[src/hw/rtl/pic_pkg.sv]
// shared types, constants and saturation helpers for the particle integrator
`timescale 1ns / 1ps
package pic_pkg;

    // op codes of an input word
    localparam logic [1:0] OP_UPDATE = 2'd0;
    localparam logic [1:0] OP_PULL   = 2'd1;
    localparam logic [1:0] OP_PLACE  = 2'd2;
    localparam logic [1:0] OP_NOP    = 2'd3;

    // register indexes (byte address bits [3:2])
    localparam logic [1:0] REG_MAX_SPEED     = 2'd0;
    localparam logic [1:0] REG_DECAY         = 2'd1;
    localparam logic [1:0] REG_PULL_RADIUS   = 2'd2;
    localparam logic [1:0] REG_PULL_STRENGTH = 2'd3;

    // register reset values
    localparam logic [30:0] MAX_SPEED_RST     = 31'd262144;
    localparam logic [16:0] DECAY_RST         = 17'd62259;
    localparam logic [30:0] PULL_RADIUS_RST   = 31'd6553600;
    localparam logic [16:0] PULL_STRENGTH_RST = 17'd655;

    // request to the shared root / divide unit
    typedef struct packed {
        logic start;
        logic is_sqrt;
    } pic_iter_req_t;

    // magnitude of a signed 32 bit value
    function automatic logic [31:0] mag32(input logic signed [31:0] v);
        logic [31:0] m;
        m = v[31] ? (~v + 32'd1) : v;
        return m;
    endfunction

    // saturate a wide signed value to 32 bits
    function automatic logic signed [31:0] sat35(input logic signed [34:0] v);
        logic signed [31:0] r;
        if (v > 35'sd2147483647)
            r = 32'sh7fffffff;
        else if (v < -35'sd2147483648)
            r = 32'sh80000000;
        else
            r = v[31:0];
        return r;
    endfunction

    // apply a sign to a magnitude, then saturate
    function automatic logic signed [31:0] sat_mag(input logic neg, input logic [32:0] m);
        logic signed [34:0] s;
        s = neg ? -$signed({2'b00, m}) : $signed({2'b00, m});
        return sat35(s);
    endfunction

endpackage

[src/hw/rtl/pic_iter.sv]
// shared iterative unit: 64 bit floor square root or 64/32 divide, one bit per cycle
`timescale 1ns / 1ps
module pic_iter (
    input  logic                   clk,
    input  logic                   rst_n,
    input  pic_pkg::pic_iter_req_t req,
    input  logic [63:0]            a,
    input  logic [31:0]            d,
    output logic                   done,
    output logic [31:0]            result
);

    logic        busy_reg, busy_next;
    logic        done_reg, done_next;
    logic [4:0]  cnt_reg, cnt_next;
    logic        sqrt_reg;
    logic [63:0] a_reg, a_next;
    logic [63:0] b_reg, b_next;
    logic [63:0] c_reg, c_next;

    logic [63:0] trial;
    logic        root_ge;
    logic [32:0] shifted;
    logic        div_ge;
    logic [32:0] shifted_sub;

    // one step of either algorithm
    always_comb
    begin
        trial       = b_reg + c_reg;
        root_ge     = (a_reg >= trial);
        shifted     = {a_reg[63:32], a_reg[31]};
        div_ge      = (shifted >= {1'b0, c_reg[31:0]});
        shifted_sub = div_ge ? (shifted - {1'b0, c_reg[31:0]}) : shifted;
        if (sqrt_reg)
        begin
            a_next = root_ge ? (a_reg - trial) : a_reg;
            b_next = root_ge ? ((b_reg >> 1) + c_reg) : (b_reg >> 1);
            c_next = c_reg >> 2;
        end
        else
        begin
            a_next = {shifted_sub[31:0], a_reg[30:0], 1'b0};
            b_next = {b_reg[62:0], div_ge};
            c_next = c_reg;
        end
    end

    // step counter and busy flag
    always_comb
    begin
        busy_next = busy_reg;
        done_next = 1'b0;
        cnt_next  = cnt_reg;
        if (req.start)
        begin
            busy_next = 1'b1;
            cnt_next  = '0;
        end
        else if (busy_reg)
        begin
            cnt_next = cnt_reg + 5'd1;
            if (cnt_reg == 5'd31)
            begin
                busy_next = 1'b0;
                done_next = 1'b1;
            end
        end
    end

    always_ff @(posedge clk or negedge rst_n)
    begin
        if (!rst_n)
        begin
            busy_reg <= 1'b0;
            done_reg <= 1'b0;
            cnt_reg  <= '0;
        end
        else
        begin
            busy_reg <= busy_next;
            done_reg <= done_next;
            cnt_reg  <= cnt_next;
        end
    end

    // working registers
    always_ff @(posedge clk)
    begin
        if (req.start)
        begin
            sqrt_reg <= req.is_sqrt;
            a_reg    <= a;
            b_reg    <= '0;
            c_reg    <= req.is_sqrt ? 64'h4000_0000_0000_0000 : {32'd0, d};
        end
        else if (busy_reg)
        begin
            a_reg <= a_next;
            b_reg <= b_next;
            c_reg <= c_next;
        end
    end

    assign done   = done_reg;
    assign result = b_reg[31:0];

endmodule

[config.mk]
export PLATFORM = sky130hd
export DESIGN_NAME = pic_iter
export DESIGN_NICKNAME = d
export VERILOG_FILES = /design/src/hw/rtl/pic_pkg.sv /design/src/hw/rtl/pic_iter.sv
export SDC_FILE = /design/constraint.sdc
export NUM_CORES = 1
export LEC_CHECK = 0
export BUFFER_PORTS_ARGS = -buffer_cell sky130_fd_sc_hd__buf_2
export CORE_MARGIN = 5
export CORE_UTILIZATION = 30
export CTS_BUF_LIST = sky130_fd_sc_hd__clkbuf_8
export DETAILED_ROUTE_END_ITERATION = 8
export PLACE_DENSITY_LB_ADDON = 0.15
export SYNTH_ARGS = -nofsm -noshare
export SYNTH_HDL_FRONTEND = slang
export SYNTH_SLANG_ARGS = --single-unit
[constraint.sdc]
create_clock -name clk -period 18.7 [get_ports clk]
set_clock_uncertainty 0.1 [all_clocks]
set_input_delay 4.675 -clock clk [delete_from_list [all_inputs] [get_ports clk]]
set_output_delay 4.675 -clock clk [all_outputs]
set_load 0.05 [all_outputs]
==> metrics.cfg <==
[outcome]
outcome = complete, no violations

[drt]
initialDrtViolationCount = 1971
viasPerCell = 5.73
routed_wl_mm = 87.7
first_pass_iters = 6
vias = 21200
drc = 0
ant_nets = 0
wl_per_cell_um = 23.7

[clocking]
h-tree-depth = 4
clock_path_buffers = 2
cts_buffers = 17
post_cts_buffers = 0
cts_tree = yes
cts_resized = 0
clock_latency_ns = 0.60
postCtsHoldBufs = 0
clockRootBuffer = clkbuf_8
clk_pin_slew_ns = 0.12
clkSinkCount = 184

[global_routing]
grt_max_degree = 119
grt_pass1_vias = 20100
grtUsageTotal_pct = 22.5
gr-total-overflow = 0
antenna_found_initial = 4
grt_pass1_wl_mm = 130

[sta]
setup-tns-final_ns = 0
period_minus_slack_ns = 8.13
setup_viol = 0
worst_pin_slew_ns = 1.09
report.final.slew_viol_count = 0
maxSlewHeadroom_pct = 26.7
finalHoldViolCount = 0
rsz0062_at_grt = false
max_freq_mhz = 123
post-route-period-util_pct = 43.5

[setup_path]
cp_max_fo = 64
worstSetupPathType = flop to flop
path_cells = ha_1 > fa_1 > a21o_1 > a221oi_2 > o211ai_1 > and3_1 > o21ai_1 > nor3_1 > a2111oi_2 > nor2_1 > o41ai_1 > xor2_1 > ha_1 > nand4_1 > nor3_1 > nand2_1 > nor3_1 > o21ai_1 > nand2_2 > buf_4 > o21ai_0 > nand2_2 > buf_4
slowest_stage = buf_4
path_buf_inv = 2
worstPathArrival_ns = 8.25
cp_common_cell = nor3_1
worstPathRequired_ns = 18.83
cp_top_family = compound AO/OA/AOI/OAI gates
critPathLaunchType = flop
max_stage_delay_ns = 0.75
end_kind = flop

[worst_hold_path]
hp-class = flop to flop

[floorplanning]
die_h_um = 275
ios = 133
core_sq_um = 69900
die_w_um = 275
initial_core_util_pct = 30.2
die_area_sq_um = 75700
rows = 97

[finish]
layout_commonest_cell = nand2_1
mostFrequentLayoutCells = nand2_1 (317), a21oi_1 (264), nor2_1 (245), o21ai_0 (205), ha_1 (194)
seqCellArea_sq_um = 4850
drive_gt1_share_pct = 8.54
multi_input_area_sq_um = 15100
utilization_pct = 32.4
fin_area_sq_um = 22600
syn_to_final_growth_pct = 7.29
nFillCells = 7638
nets = 3037

[placement]
io_buffers = 132
post_dp_cell_area_sq_um = 22200
finalWeightedCongestion = 0.916
dpl.hpwl_mm = 69.2

[pwr]
powerDensity_nw_per_um2 = 176
p_total_uw = 3970
p_leak_uw = 0.00930
ir_worst_vdd_v = 0.0000767

[flow_run]
cap_violations = 0

[synth]
async_reset_ff_share_pct = 3.80
ys_seq_area_share_pct = 23.0
synth_ff_type = edfxtp_1
synth_edf_count = 113
syn_area_sq_um = 21100
synth.avg_cell_area_sq_um = 7.66
syn_inst = 2756
ys_warn_count = 0
synth-seq-cells = 184
yosysUniqueCellTypes = 89
synth_nets = 3054

==> path summary, 6_finish.rpt <==
| kind | startpoint | endpoint | slack [ns] | cells after the start |
|---|---|---|---|---|
| worst max-delay path | c_reg[0]$_DFFE_PP_ | a_reg[4]$_DFFE_PP_ | 10.57 | 23 |
| worst min-delay path | cnt_reg[4]$_DFFE_PN0P_ | cnt_reg[4]$_DFFE_PN0P_ | 0.44 | 2 |
| worst max register to register | c_reg[0]$_DFFE_PP_ | a_reg[4]$_DFFE_PP_ | 10.57 | 23 |
| worst min register to register | cnt_reg[4]$_DFFE_PN0P_ | cnt_reg[4]$_DFFE_PN0P_ | 0.44 | 2 |
| max in group asynchronous | rst_n | busy_reg$_DFF_PN0_ | 14.54 | 1 |
| min in group asynchronous | rst_n | done$_DFF_PN0_ | 3.79 | 1 |
==> tightest hold or removal path: stages (launching register included) <==
cell and delay [ns]:
dfrtp_1 0.37, mux2i_1 0.07, nor2_1 0.07
==> report_power, final <==
part | switching, uW | total, uW | internal [uW]
Sequential | 186 | 771 | 585
Clock | 186 | 306 | 119
Combinational | 1820 | 2900 | 1080
==> kinds of logic after synthesis <==
family	share of synthesized area, %
buffers and inverters	5.82
multiplexers	2.53
AND/OR/NAND/NOR	18.8
XOR/XNOR	8.14
AO/OA/AOI/OAI	29.8
flip-flops	23.0
adder cells (fa/ha/maj)	11.9
==> per-stage QoR <==
step / worst slack (ns) / std cells / hold slack, ns
2_1_floorplan: 11.49 / 2756 / 0.393
3_3_place_gp: 10.76 / 3660 / 0.408
3_5_place_dp: 10.75 / 3660 / 0.417
4_1_cts: 10.72 / 3692 / 0.451
5_1_grt: 10.18 / 3693 / 0.470
6_report: 10.57 / 3694 / 0.443
==> per-layer routing <==
metal,part of all wire [%],wire (um),GRT usage [%],vias to the layer above
li1,-,-,-,10100
met1,46,40600,31.1,10300
met2,46,40600,37.1,658
met3,5.5,4800,2.97,66
met4,2.0,1750,5.49,0
met5,0,0,0,-
==> cells in the mapped netlist (64+ instances only) <==
library cell / instances / area (sq um)
nand2_1: 320 / 1200
a21oi_1: 264 / 1320
nor2_1: 247 / 927
o21ai_0: 205 / 1030
ha_1: 194 / 2430
clkbuf_1: 124 / 465
edfxtp_1: 113 / 3390
xnor2_1: 111 / 972
a21o_1: 104 / 781
inv_1: 98 / 368
xor2_1: 85 / 744
dfxtp_1: 64 / 1280
==> cell type report <==
class,count,area share [%]
Inverter,101,1.67
Sequential cell,184,21.4
Tap cell,940,5.20
Clock inverter,15,0.669
Clock buffer,17,1.03
Multi-Input combinational cell,2288,66.5
Antenna cell,2,0.0221
Timing Repair Buffer,147,3.50
Note: power is estimated with default switching activity, not from simulation.
